[config.mk]
export PLATFORM = sky130hd
export DESIGN_NAME = button_debounce_long_press
export DESIGN_NICKNAME = d
export VERILOG_FILES = /design/src/rtl/bdlp_pkg.sv /design/src/rtl/button_debounce_long_press.sv
export SDC_FILE = /design/constraint.sdc
export NUM_CORES = 1
export LEC_CHECK = 0
export BUFFER_PORTS_ARGS = -buffer_cell sky130_fd_sc_hd__buf_2
export CAP_MARGIN = 20
export CORE_ASPECT_RATIO = 0.75
export CORE_MARGIN = 2
export CORE_UTILIZATION = 25
export CTS_CLUSTER_DIAMETER = 150
export DETAILED_ROUTE_END_ITERATION = 6
export PLACE_DENSITY = 0.44
export SETUP_SLACK_MARGIN = 0.05
export SLEW_MARGIN = 0
export SYNTH_ARGS = -nofsm -noshare
export SYNTH_HDL_FRONTEND = slang
export SYNTH_SLANG_ARGS = --single-unit
[constraint.sdc]
create_clock -name clk -period 12.1 [get_ports clk]
set_input_delay 3.63 -clock clk [delete_from_list [all_inputs] [get_ports clk]]
set_output_delay 3.63 -clock clk [all_outputs]
set_load 0.02 [all_outputs]
[src/rtl/bdlp_pkg.sv]
// Package for the button debounce / long-press qualifier.
// Item types, register indexes, phase and event codes, reset values.
// No dependencies.
package bdlp_pkg;

    localparam int unsigned TIME_W  = 32;
    localparam int unsigned THR_W   = 16;
    localparam int unsigned CFG_IDX_W = 2;

    localparam logic [CFG_IDX_W-1:0] REG_DEBOUNCE_TIME   = 2'd0;
    localparam logic [CFG_IDX_W-1:0] REG_LONG_PRESS_TIME = 2'd1;
    localparam logic [CFG_IDX_W-1:0] REG_ACTIVE_LEVEL    = 2'd2;

    localparam logic [THR_W-1:0] DEBOUNCE_RESET   = 16'd20;
    localparam logic [THR_W-1:0] LONG_PRESS_RESET = 16'd1000;

    localparam logic FUNC_UPDATE    = 1'b0;
    localparam logic FUNC_GET_EVENT = 1'b1;

    localparam logic [1:0] PHASE_IDLE         = 2'd0;
    localparam logic [1:0] PHASE_DEBOUNCE     = 2'd1;
    localparam logic [1:0] PHASE_PRESSED      = 2'd2;
    localparam logic [1:0] PHASE_WAIT_RELEASE = 2'd3;

    localparam logic [1:0] EVT_NONE  = 2'd0;
    localparam logic [1:0] EVT_SHORT = 2'd1;
    localparam logic [1:0] EVT_LONG  = 2'd2;

    typedef struct packed {
        logic              func;
        logic              pin_level;
        logic [TIME_W-1:0] now_ms;
    } in_item_t;

    typedef struct packed {
        logic [1:0] event_code;
        logic [1:0] press_state;
    } out_item_t;

endpackage

[src/rtl/button_debounce_long_press.sv]
// Top level of the button debounce / long-press qualifier.
// Input register, phase machine with event latch, result register.
// Depends on bdlp_pkg.
//
// Takes one item per clock cycle, sustained while the output is not stalled.
// Each item passes an input register and then the result register, from which
// its result transfers out. The phase machine and event latch update when the
// item moves into the result register, one subtract-and-compare per item.
// Update items (func 0) step the debounce / long-press machine; get-event
// items (func 1) return the latched event and clear it. Every item gives
// exactly one result: the event latched before it and the phase after it.
// Configuration writes are taken at any cycle and are meant for idle times.
module button_debounce_long_press (
    input  logic                            clk,
    input  logic                            rst_n,
    input  logic                            in_valid,
    output logic                            in_stall,
    input  bdlp_pkg::in_item_t              in_data,
    output logic                            out_valid,
    input  logic                            out_stall,
    output bdlp_pkg::out_item_t             out_data,
    input  logic                            cfg_we,
    input  logic [bdlp_pkg::CFG_IDX_W-1:0]  cfg_index,
    input  logic [bdlp_pkg::THR_W-1:0]      cfg_data
);
    import bdlp_pkg::*;

    logic [THR_W-1:0]  debounce_time_reg;
    logic [THR_W-1:0]  long_press_time_reg;
    logic              active_level_reg;

    logic              s1_valid_reg;
    in_item_t          s1_item_reg;
    logic              s1_adv;

    logic [1:0]        phase_reg;
    logic [1:0]        phase_next;
    logic [TIME_W-1:0] start_time_reg;
    logic [TIME_W-1:0] start_time_next;
    logic [1:0]        pending_event_reg;
    logic [1:0]        pending_event_next;

    logic              out_valid_reg;
    out_item_t         out_item_reg;
    out_item_t         out_item_next;

    logic              pressed;
    logic [TIME_W-1:0] elapsed;
    logic              debounce_done;
    logic              long_done;

    assign s1_adv    = s1_valid_reg && (!out_valid_reg || !out_stall);
    assign in_stall  = s1_valid_reg && !s1_adv;
    assign out_valid = out_valid_reg;
    assign out_data  = out_item_reg;

    always_ff @(posedge clk or negedge rst_n)
    begin
        if (!rst_n)
        begin
            debounce_time_reg   <= DEBOUNCE_RESET;
            long_press_time_reg <= LONG_PRESS_RESET;
            active_level_reg    <= 1'b0;
        end
        else if (cfg_we)
        begin
            case (cfg_index)
                REG_DEBOUNCE_TIME:   debounce_time_reg   <= cfg_data;
                REG_LONG_PRESS_TIME: long_press_time_reg <= cfg_data;
                REG_ACTIVE_LEVEL:    active_level_reg    <= cfg_data[0];
                default: ;
            endcase
        end
    end

    always_ff @(posedge clk or negedge rst_n)
    begin
        if (!rst_n)
        begin
            s1_valid_reg <= 1'b0;
        end
        else if (!in_stall)
        begin
            s1_valid_reg <= in_valid;
        end
    end

    always_ff @(posedge clk)
    begin
        if (in_valid && !in_stall)
        begin
            s1_item_reg <= in_data;
        end
    end

    assign pressed       = (s1_item_reg.pin_level == active_level_reg);
    assign elapsed       = s1_item_reg.now_ms - start_time_reg;
    assign debounce_done = (elapsed >= {{(TIME_W-THR_W){1'b0}}, debounce_time_reg});
    assign long_done     = (elapsed >= {{(TIME_W-THR_W){1'b0}}, long_press_time_reg});

    always_comb
    begin
        phase_next         = phase_reg;
        start_time_next    = start_time_reg;
        pending_event_next = pending_event_reg;
        if (s1_item_reg.func == FUNC_GET_EVENT)
        begin
            pending_event_next = EVT_NONE;
        end
        else
        begin
            case (phase_reg)
                PHASE_IDLE:
                begin
                    if (pressed)
                    begin
                        phase_next      = PHASE_DEBOUNCE;
                        start_time_next = s1_item_reg.now_ms;
                    end
                end
                PHASE_DEBOUNCE:
                begin
                    if (!pressed)
                    begin
                        phase_next = PHASE_IDLE;
                    end
                    else if (debounce_done)
                    begin
                        phase_next      = PHASE_PRESSED;
                        start_time_next = s1_item_reg.now_ms;
                    end
                end
                PHASE_PRESSED:
                begin
                    if (!pressed)
                    begin
                        pending_event_next = EVT_SHORT;
                        phase_next         = PHASE_IDLE;
                    end
                    else if (long_done)
                    begin
                        pending_event_next = EVT_LONG;
                        phase_next         = PHASE_WAIT_RELEASE;
                    end
                end
                default:
                begin
                    if (!pressed)
                    begin
                        phase_next = PHASE_IDLE;
                    end
                end
            endcase
        end
        out_item_next.event_code  = pending_event_reg;
        out_item_next.press_state = phase_next;
    end

    always_ff @(posedge clk or negedge rst_n)
    begin
        if (!rst_n)
        begin
            phase_reg         <= PHASE_IDLE;
            start_time_reg    <= '0;
            pending_event_reg <= EVT_NONE;
        end
        else if (s1_adv)
        begin
            phase_reg         <= phase_next;
            start_time_reg    <= start_time_next;
            pending_event_reg <= pending_event_next;
        end
    end

    always_ff @(posedge clk or negedge rst_n)
    begin
        if (!rst_n)
        begin
            out_valid_reg <= 1'b0;
        end
        else if (!out_valid_reg || !out_stall)
        begin
            out_valid_reg <= s1_valid_reg;
        end
    end

    always_ff @(posedge clk)
    begin
        if (s1_adv)
        begin
            out_item_reg <= out_item_next;
        end
    end

    a_no_skip_debounce: assert property (@(posedge clk) disable iff (!rst_n)
        (phase_reg == PHASE_IDLE) |=>
            (phase_reg == PHASE_IDLE || phase_reg == PHASE_DEBOUNCE))
        else $error("phase left idle without passing debounce");

    a_long_latched: assert property (@(posedge clk) disable iff (!rst_n)
        (s1_adv && phase_reg == PHASE_PRESSED && phase_next == PHASE_WAIT_RELEASE)
            |=> (pending_event_reg == EVT_LONG))
        else $error("wait-release entered without a long-press event");

    a_state_hold: assert property (@(posedge clk) disable iff (!rst_n)
        !s1_adv |=> ($stable(phase_reg) && $stable(pending_event_reg)
            && $stable(start_time_reg)))
        else $error("state changed without an item moving to the result register");

endmodule

## Yosys cells after proc, flatten, opt, wreduce, memory -nomap -nowiden

Cells that the tools add are included.

- Add/subtract/negate cells: 1
- $mul: 0
- Div/mod/pow operators: 0
- Magnitude comparators: 2
- Equal/unequal tests: 9
- Shift-type cells: 0
- Mux-type cells: 16
- Bitwise operators: 1
- Reductions and logical operators: 17

Operators with widths:

| operator | count |
|---|---|
| two-way mux 32 bit | 3 |
| greater-or-equal comparator 32 x 16 -> 1 bit | 2 |
| one-hot mux 32 bit (2 select lines) | 1 |
| subtractor 32 bit | 1 |
| two-way mux 2 bit | 11 |
| != test 2 bit (second input constant) | 3 |
| one-hot mux 2 bit (3 select lines) | 1 |
| AND reduction 2 bit | 3 |
| AND reduction 6 bit | 1 |
| == test 2 x 1 -> 1 bit (second input constant) | 2 |
| == test 2 bit (second input constant) | 2 |
| logical NOT 1 bit | 4 |
| logical NOT 2 bit | 2 |
| nonzero test 2 bit | 2 |
| logical AND 1 bit | 3 |
| != test 3 x 2 -> 1 bit (second input constant) | 1 |
| AND reduction 3 bit | 1 |
| == test 1 bit | 1 |
| logical OR 1 bit | 1 |
| NOT 1 bit | 1 |

- Register bits after elaboration: 109
- Bits in latches: 0
- RAM bits: 0
- Bits in read-only memories: 0
- Output and inout bits: 6
- Memories: 0

## Depth between registers and ports, before layout

Gate-level depths: netlist of run 1.

- Depth in word-level cells: 7
- Depth in mapped cells: 21
- Depth with buffers taken out: 20

## Worst setup path before layout of run 1

Ideal clock, no wire load.

- Kind: input-to-output
- Start: input out_stall
- End: output in_stall
- Arrival time: 3.868 ns
- Data required time: 8.470 ns
- Slack: 4.602 ns
- Stages: 2
- Path through: nand3_1 > inv_1

- Longest elaborated chain between the ends: 5

Ends and longest elaborated chain:

| item | line | RTL |
|---|---|---|
| start: declaration | button_debounce_long_press.sv:20 | `input logic out_stall,` |
| logical NOT 1 bit | button_debounce_long_press.sv:52 | `assign s1_adv = s1_valid_reg && (!out_valid_reg \|\| !out_stall);` |
| logical OR 1 bit | button_debounce_long_press.sv:52 |  |
| logical AND 1 bit | button_debounce_long_press.sv:52 |  |
| logical NOT 1 bit | button_debounce_long_press.sv:53 | `assign in_stall = s1_valid_reg && !s1_adv;` |
| logical AND 1 bit | button_debounce_long_press.sv:53 |  |
| end: declaration | button_debounce_long_press.sv:17 | `output logic in_stall,` |

Every way passes these cells.

## Worst setup path in the final report of run 1

Same ends and word-level chain as after synthesis.

==> results of run 1 <==
[worst min-delay path by stage]
stage          cells after the start                 start          end
2_1_floorplan                      0  pending_event_reg[1]  out_data[3]
6_report                           0  pending_event_reg[1]  out_data[3]
3_3_place_gp                       0  pending_event_reg[1]  out_data[3]
5_1_grt                            0  pending_event_reg[1]  out_data[3]
3_5_place_dp                       0  pending_event_reg[1]  out_data[3]
4_1_cts                            0  pending_event_reg[1]  out_data[3]
[per-layer routing]
metal	part of all wire, %	vias up
li1	-	2467
met2	37	82
met1	58	2210
met3	4.1	13
met5	0	-
met4	1.2	0
[cell usage in the layout (no fill, tap or decap), types with 3 or more instances in the layout]
| cell type | Yosys | layout |
|---|---|---|
| nor3_1 | 8 | 7 |
| nor2_1 | 25 | 25 |
| o2111ai_1 | 3 | 3 |
| dfrtp_1 | 63 | 63 |
| o211ai_1 | 7 | 7 |
| o21a_1 | 7 | 7 |
| nor2b_1 | 3 | 3 |
| or3_1 | 4 | 4 |
| and3_1 | 4 | 4 |
| dfstp_2 | 8 | 8 |
| ha_1 | 63 | 63 |
| buf_4 | 0 | 3 |
| o21ai_0 | 36 | 36 |
| mux2i_1 | 5 | 5 |
| edfxtp_1 | 38 | 38 |
| nand3_1 | 13 | 13 |
| xor2_1 | 5 | 5 |
| nand4_1 | 9 | 9 |
| and4_1 | 3 | 3 |
| clkbuf_16 | 0 | 11 |
| nand2b_1 | 8 | 8 |
| a21o_1 | 24 | 24 |
| buf_2 | 0 | 61 |
| inv_1 | 75 | 75 |
| xnor2_1 | 19 | 19 |
| a211oi_1 | 8 | 8 |
| nor4_1 | 3 | 3 |
| mux2_4 | 29 | 29 |
| o21ai_1 | 5 | 5 |
| mux2_2 | 18 | 18 |
| nand2_1 | 49 | 49 |
| clkbuf_1 | 13 | 5 |
| a221o_1 | 3 | 3 |
| o22ai_1 | 4 | 4 |
| a21oi_1 | 41 | 41 |
[kinds of logic (layout without fill, tap and decap cells)]
| kind of cell | after synthesis | after routing | share of synthesized area [%] |
|---|---|---|---|
| AOI/OAI and AO/OA | 168 | 168 | 16.59 |
| DFF | 109 | 109 | 42.76 |
| xor gates and xnor gates | 24 | 24 | 3.070 |
| muxes | 54 | 54 | 10.38 |
| buffers and inverters | 91 | 155 | 5.318 |
| adders and majority gates | 64 | 64 | 11.81 |
| and+or+nand+nor | 140 | 140 | 10.07 |
[power groups by stage]
stage / combinational [uW] / clock, uW / sequential, uW
floorplan: 877 / 0 / 522
global placement: 1140 / 0 / 536
detailed placement: 1140 / 0 / 535
CTS: 1150 / 314 / 529
global route: 1300 / 324 / 541
finish: 1140 / 296 / 529
[critical path, stage by stage]
cell and delay (ns):
buf_2 0.09, nand3_1 0.09, inv_1 0.07, buf_2 0.15
[metrics by stage]
step,std cells,hold slack [ns],worst slack (ns),power (uW),instance area (um2)
global route,1065,0.4761,4.396,2161,7836
CTS,1065,0.4642,4.433,1988,7836
detailed placement,1049,0.4472,4.436,1672,7542
finish,1065,0.4583,4.444,1967,7836
floorplan,650,0.4254,4.602,1400,6847
global placement,1049,0.4463,4.453,1673,7542
[layout make-up]
| cell class | count | area, um2 | area share [%] |
|---|---|---|---|
| Clock buffer | 16 | 294.0 | 3.752 |
| Inverter | 75 | 281.5 | 3.593 |
| Multi-Input combinational cell | 450 | 3566 | 45.51 |
| Sequential cell | 109 | 2928 | 37.36 |
| Tap cell | 351 | 439.2 | 5.604 |
| Timing Repair Buffer | 64 | 327.8 | 4.183 |
==> results_dict.tcl, run 1 <==
set metrics [dict create \
    min_period_ns 7.656 \
    crit_start "out_stall" \
    holdBufCountCts 0 \
    worst_setup_path_start_kind "input port" \
    cts.htree.levels 3 \
    grt_util_met1_pct 19.03 \
    drt-total-wl_um 16060 \
    synth_commonest_cells "75 x inv_1, 63 x dfrtp_1, 63 x ha_1, 49 x nand2_1, 41 x a21oi_1" \
    powerDensity_nw_per_um2 251.1 \
    status "finished clean" \
    drtIter0Drc 242 \
    reg2reg_depth 18 \
    crit_path_end_kind "primary output" \
    finalMaxSlewViolations 0 \
    grt.busiest_layer "met1" \
    grt_pass1_vias 4668 \
    postSynth.asyncResetShare_pct 65.14 \
    ys.warnings.count 0 \
    grt_start_max_net_pins 72 \
    n_antenna_cell 0 \
    syn_area_um2 6847 \
    r2r-start "s1_item_reg[4]" \
    wire_per_inst_um 15.08 \
    worst_clock_skew_ns 0.007076 \
    ant_nets 0 \
    timing.rr.end "start_time_reg[10]" \
    p_sw_uw 822.1 \
    internal-power_uw 1145 \
    areaGrowthSynthToFinish_pct 14.46 \
    cts.sinks 109 \
    grt_usage_pct 11.69 \
    worst_slew_pin_slew_ns 0.9831 \
    max_cap_violations 0 \
    die_w_um 195.1 \
    clockBufferDepth 2 \
    fillers 2870 \
    yosysTopAreaCellShare_pct 23.03 \
    row_count 52 \
    hpwl_um 12170 \
    setup_viol 0 \
    regToRegSetupSlack_ns 7.21 \
    vias 4772 \
    die_h_um 147.3 \
    dr.pass1.iters 5 \
    ys_types 66 \
    post-route-util_pct 29.09 \
    core_area_um2 26940 \
    grt_setup_unrepaired "false" \
    synth_edf_count 38 \
    yosysSeqAreaShare_pct 42.76 \
    globalRouteMet3Util_pct 2.961 \
    syn_inst 650 \
    synth_flop_cell "dfrtp_1" \
    io_pins 63 \
    hold_path.class "reg -> reg" \
    timing.fmax_mhz 130.6 \
    yosys_register_bits 109 \
    globalplace.congestion 0.7972 \
    yosysMostFrequentCell "inv_1" \
    largest_reg_flops 34 \
    crit_type "in -> out" \
    post_cts_buffers 0 \
    die_area_um2 28740 \
    fin_nets 830 \
    ir_drop_mv 0.08236 \
    p_leak_uw 0.003510 \
    arrival_ns 4.03 \
    grt_pass1_wl_um 26110 \
    synth_fp_nets 771 \
    synth_area_per_cell_um2 10.53 \
    switching_share_pct 41.79 \
    slew_headroom_pct 34.26 \
    cts_buffers 9 \
    pwr-share-seq_pct 26.9 \
    ys_top_cells_by_area "dfrtp_1 23%, edfxtp_1 17%, ha_1 12%" \
    grt.overflow.total 0 \
    vias_per_cell 4.481 \
    initial_core_util_pct 25.42 \
    hold_viol 0 \
    cts_tree "yes" \
    endpoint "in_stall" \
    port_buffers 62 \
    critPathRequiredTime_ns 8.47 \
    tns_ns 0 \
    met2_usage_pct 14.66 \
    period_share_pct 63.28 \
    clk_latency_ns 0.36 \
    comb_power_share_pct 58.1 \
    layout-drive-gt1-share_pct 20.03 \
    cts.clk_slew.worst_paths_ns 0.07 \
    drc_errors 0 \
    cts_resized 0 \
    antenna_found_initial 0 \
    root_buffer "clkbuf_16" \
    synth_top_area_cell "dfrtp_1" \
    p_clk_share_pct 15.1 \
    crit_path_max_fanout 3 \
]
Power figures use the tool's default switching activity.
==> run 2, diff against run 1 <==
==> constraint.sdc (replaced) <==
create_clock -name clk -period 7.5 [get_ports clk]
set_input_delay 2.25 -clock clk [delete_from_list [all_inputs] [get_ports clk]]
set_output_delay 2.25 -clock clk [all_outputs]
set_load 0.02 [all_outputs]
==> results_dict.tcl, run 2 (synthesis results as in run 1) <==
set metrics [dict create \
    tns_ns 0 \
    grt_start_max_net_pins 72 \
    timing.fmax_mhz 204.9 \
    grt_usage_pct 11.84 \
    die_w_um 195.1 \
    vias_per_cell 4.610 \
    root_buffer "clkbuf_16" \
    cts_resized 0 \
    drt-total-wl_um 16160 \
    fin_nets 830 \
    ir_drop_mv 0.1244 \
    period_share_pct 65.08 \
    drtIter0Drc 281 \
    clk_latency_ns 0.37 \
    globalplace.congestion 0.8120 \
    hpwl_um 12380 \
    initial_core_util_pct 25.42 \
    worst_clock_skew_ns 0.01130 \
    hold_depth 0 \
    grt_setup_unrepaired "false" \
    crit_path_max_fanout 3 \
    min_to "out_data[3]" \
    arrival_ns 2.63 \
    n_antenna_cell 0 \
    port_buffers 62 \
    dr.pass1.iters 4 \
    finalMaxSlewViolations 0 \
    grt.overflow.total 0 \
    reg2reg_depth 18 \
    min_from "pending_event_reg[1]" \
    post_cts_buffers 0 \
    fillers 2854 \
    grt_pass1_vias 4656 \
    finalPower_uw 3188 \
    drc_errors 0 \
    holdBufCountCts 0 \
    vias 4910 \
    clockBufferDepth 2 \
    critPathRequiredTime_ns 5.25 \
    cts_buffers 9 \
    r2r-start "s1_item_reg[4]" \
    slew_headroom_pct 35.24 \
    max_cap_violations 0 \
    ant_nets 0 \
    hold_path.class "reg -> reg" \
    crit_type "in -> out" \
    cts_tree "yes" \
    cts.sinks 109 \
    row_count 52 \
    grt_pass1_wl_um 26370 \
    p_leak_uw 0.003523 \
    antenna_found_initial 0 \
    die_h_um 147.3 \
    hold_viol 0 \
    status "finished clean" \
    regToRegSetupSlack_ns 2.73 \
    io_pins 63 \
    timing.rr.end "start_time_reg[0]" \
    cts.htree.levels 3 \
    powerDensity_nw_per_um2 406.0 \
    layout-drive-gt1-share_pct 20.59 \
    cts.clk_slew.worst_paths_ns 0.07 \
    min_period_ns 4.881 \
    areaGrowthSynthToFinish_pct 14.67 \
    mostFrequentLayoutCells "75 x inv_1, 63 x ha_1, 63 x dfrtp_1" \
    worst_setup_path_start_kind "input port" \
    crit_path_end_kind "primary output" \
    core_area_um2 26940 \
    wire_per_inst_um 15.17 \
    largest_reg_flops 34 \
    mostFrequentLayoutCell "inv_1" \
    die_area_um2 28740 \
    worst_slew_pin_slew_ns 0.9685 \
    setup_viol 0 \
]
-- run 2: layout make-up --
type	instances	area (um2)	area share, %
Timing Repair Buffer	64	327.8	4.175
Tap cell	351	439.2	5.594
Sequential cell	109	2928	37.29
Clock buffer	14	295.3	3.761
Multi-Input combinational cell	450	3566	45.42
Inverter	75	281.5	3.586
Clock inverter	2	13.76	0.1753
-- run 2: critical path, stage by stage --
cell	delay [ns]
buf_2	0.09
nand3_1	0.09
inv_1	0.06
buf_2	0.15
-- run 2: power by group --
part | leakage, uW | internal [uW] | switching (uW)
combinational | 0.00216 | 809 | 1030
clock | 0.000154 | 273 | 220
sequential | 0.00121 | 772 | 82.0
-- run 2: stage by stage --
stage               hold slack [ns]  instances  cell area, um2  util (%)  setup WS [ns]
finish                       0.4586       1065            7851     29.15          2.619
detailed placement           0.4387       1049            7542     28.00          2.612
global route                 0.4855       1065            7851     29.15          2.394
CTS                          0.4567       1065            7851     29.15          2.610
floorplan                    0.4254        650            6847         -          2.762
global placement             0.4403       1049            7542     28.00          2.611
-- run 2: how the worst max path moves through the flow --
stage                                     to  slack (ns)      startpoint
after global routing      start_time_reg[31]        2.39  s1_item_reg[4]
after detailed placement            in_stall        2.61       out_stall
after global placement              in_stall        2.61       out_stall
after floorplan                     in_stall        2.76       out_stall
final                               in_stall        2.62       out_stall
after CTS                           in_stall        2.61       out_stall
-- run 2: per-layer routing --
metal,global-route usage [%],share of wire (%),up-vias
met4,3.092,1.1,0
met2,15.11,37,96
met1,19.09,57,2341
li1,-,-,2463
met3,2.916,4.8,10
met5,0,0,-
==> run 3, diff against run 2 <==
==> constraint.sdc (replaced) <==
create_clock -name clk -period 5.1 [get_ports clk]
set_input_delay 1.53 -clock clk [delete_from_list [all_inputs] [get_ports clk]]
set_output_delay 1.53 -clock clk [all_outputs]
set_load 0.02 [all_outputs]
==> results_dict.tcl, run 3 (synthesis results as in run 1) <==
set metrics [dict create \
    holdBufCountCts 0 \
    seqCellArea_um2 2928 \
    crit_type "reg -> reg" \
    timing.rr.end "start_time_reg[13]" \
    port_buffers 62 \
    largest_reg_flops 34 \
    layout-drive-gt1-share_pct 20.78 \
    grt_pass1_wl_um 26860 \
    areaGrowthSynthToFinish_pct 15.04 \
    ant_nets 0 \
    grt.overflow.total 0 \
    arrival_ns 4.83 \
    hold_depth 0 \
    r2r-start "s1_item_reg[4]" \
    cts_tree "yes" \
    multi_input_area_um2 3566 \
    vias 4864 \
    p_leak_uw 0.003536 \
    holdWs_ns 0.4580 \
    drtIter0Drc 279 \
    worst_slew_pin_slew_ns 1.027 \
    cts.clk_slew.worst_paths_ns 0.07 \
    wire_per_inst_um 15.52 \
    die_area_um2 28740 \
    die_h_um 147.3 \
    initial_core_util_pct 25.42 \
    mostFrequentLayoutCell "inv_1" \
    drc_errors 0 \
    grt_setup_unrepaired "false" \
    tns_ns 0 \
    finalMaxSlewViolations 0 \
    n_antenna_cell 0 \
    fillers 2873 \
    setup_viol 0 \
    critPathRequiredTime_ns 5.35 \
    period_share_pct 89.86 \
    row_count 52 \
    hpwl_um 12600 \
    grt_start_max_net_pins 72 \
    timing.fmax_mhz 218.2 \
    drt-total-wl_um 16580 \
    endpoint "start_time_reg[13]" \
    crit_path_max_fanout 21 \
    ir_drop_mv 0.1828 \
    min_period_ns 4.583 \
    clockBufferDepth 2 \
    mostFrequentLayoutCells "75 x inv_1, 63 x ha_1, 63 x dfrtp_1" \
    cts_resized 0 \
    clk_latency_ns 0.37 \
    crit_start "s1_item_reg[4]" \
    post_cts_buffers 0 \
    cts.sinks 109 \
    grt_usage_pct 12.09 \
    grt_pass1_vias 4728 \
    vias_per_cell 4.554 \
    slew_headroom_pct 31.33 \
    die_w_um 195.1 \
    cts.htree.levels 3 \
    post-route-util_pct 29.24 \
    io_pins 63 \
    max_cap_violations 0 \
    worst_setup_path_start_kind "flip-flop" \
    crit_path_end_kind "flip-flop" \
    status "finished clean" \
    antenna_found_initial 0 \
    cts_buffers 9 \
    regToRegSetupSlack_ns 0.52 \
    globalplace.congestion 0.7893 \
    core_area_um2 26940 \
    dr.pass1.iters 5 \
    hold_path.class "reg -> reg" \
    reg2reg_depth 18 \
    fin_nets 833 \
    hold_viol 0 \
    root_buffer "clkbuf_16" \
    worst_clock_skew_ns 0.01224 \
    powerDensity_nw_per_um2 597.2 \
]
run 3: changes by cell type in the layout (fill, tap and decap cells not counted), sizes merged:
| cell | before | now |
|---|---|---|
| buf | 64 | 67 |
run 3: worst min-delay path by stage:
stage,startpoint,endpoint,slack [ns]
final,pending_event_reg[1],out_data[3],0.46
after global routing,pending_event_reg[1],out_data[3],0.49
after CTS,pending_event_reg[1],out_data[3],0.46
after detailed placement,pending_event_reg[1],out_data[3],0.45
after global placement,pending_event_reg[1],out_data[3],0.44
after floorplan,pending_event_reg[1],out_data[3],0.43
run 3: area by class of cell:
| type | instances | share of cell area (%) |
|---|---|---|
| multi-input cells | 450 | 45.27 |
| flip-flops and latches | 109 | 37.17 |
| well taps | 351 | 5.576 |
| repair buffers | 67 | 4.607 |
| clock buffers | 14 | 3.622 |
| inverters | 75 | 3.574 |
| clock inverters | 2 | 0.1747 |
run 3: critical path, cell delays in order (launching register included):
cell and delay (ns):
edfxtp_1 0.39, ha_1 0.38, a21o_1 0.22, a31oi_1 0.28, a21o_1 0.20, nand2_1 0.09
a21o_1 0.19, a21oi_1 0.16, xnor2_1 0.21, ha_1 0.31, a21o_1 0.18, a21o_1 0.18
a211o_1 0.30, o31ai_1 0.33, nand4_1 0.15, nor4_2 0.19, nor3_2 0.07, buf_4 0.25
mux2_4 0.34
run 3: stage by stage:
step	worst slack [ns]	instances	instance area, um2	total power (uW)
CTS	0.4863	1067	7856	4741
finish	0.5171	1068	7876	4704
detailed placement	0.5111	1051	7557	3988
floorplan	0.9839	650	6847	3321
global route	0.2003	1068	7876	5148
global placement	0.6130	1051	7557	4002
run 3: power by group:
part	switching [uW]	internal, uW	total, uW
Combinational	1530	1200	2730
Clock	330	389	719
Sequential	120	1140	1260
Total	1980	2730	4700
run 3: layer usage:
layer  vias up  routed length (um)  GRT usage (%)
met3         8                 798          3.122
met1      2287                9510          19.53
met2       102                6111          15.29
li1       2467                   -              -
met5         -                   0              0
met4         0                 159          3.092
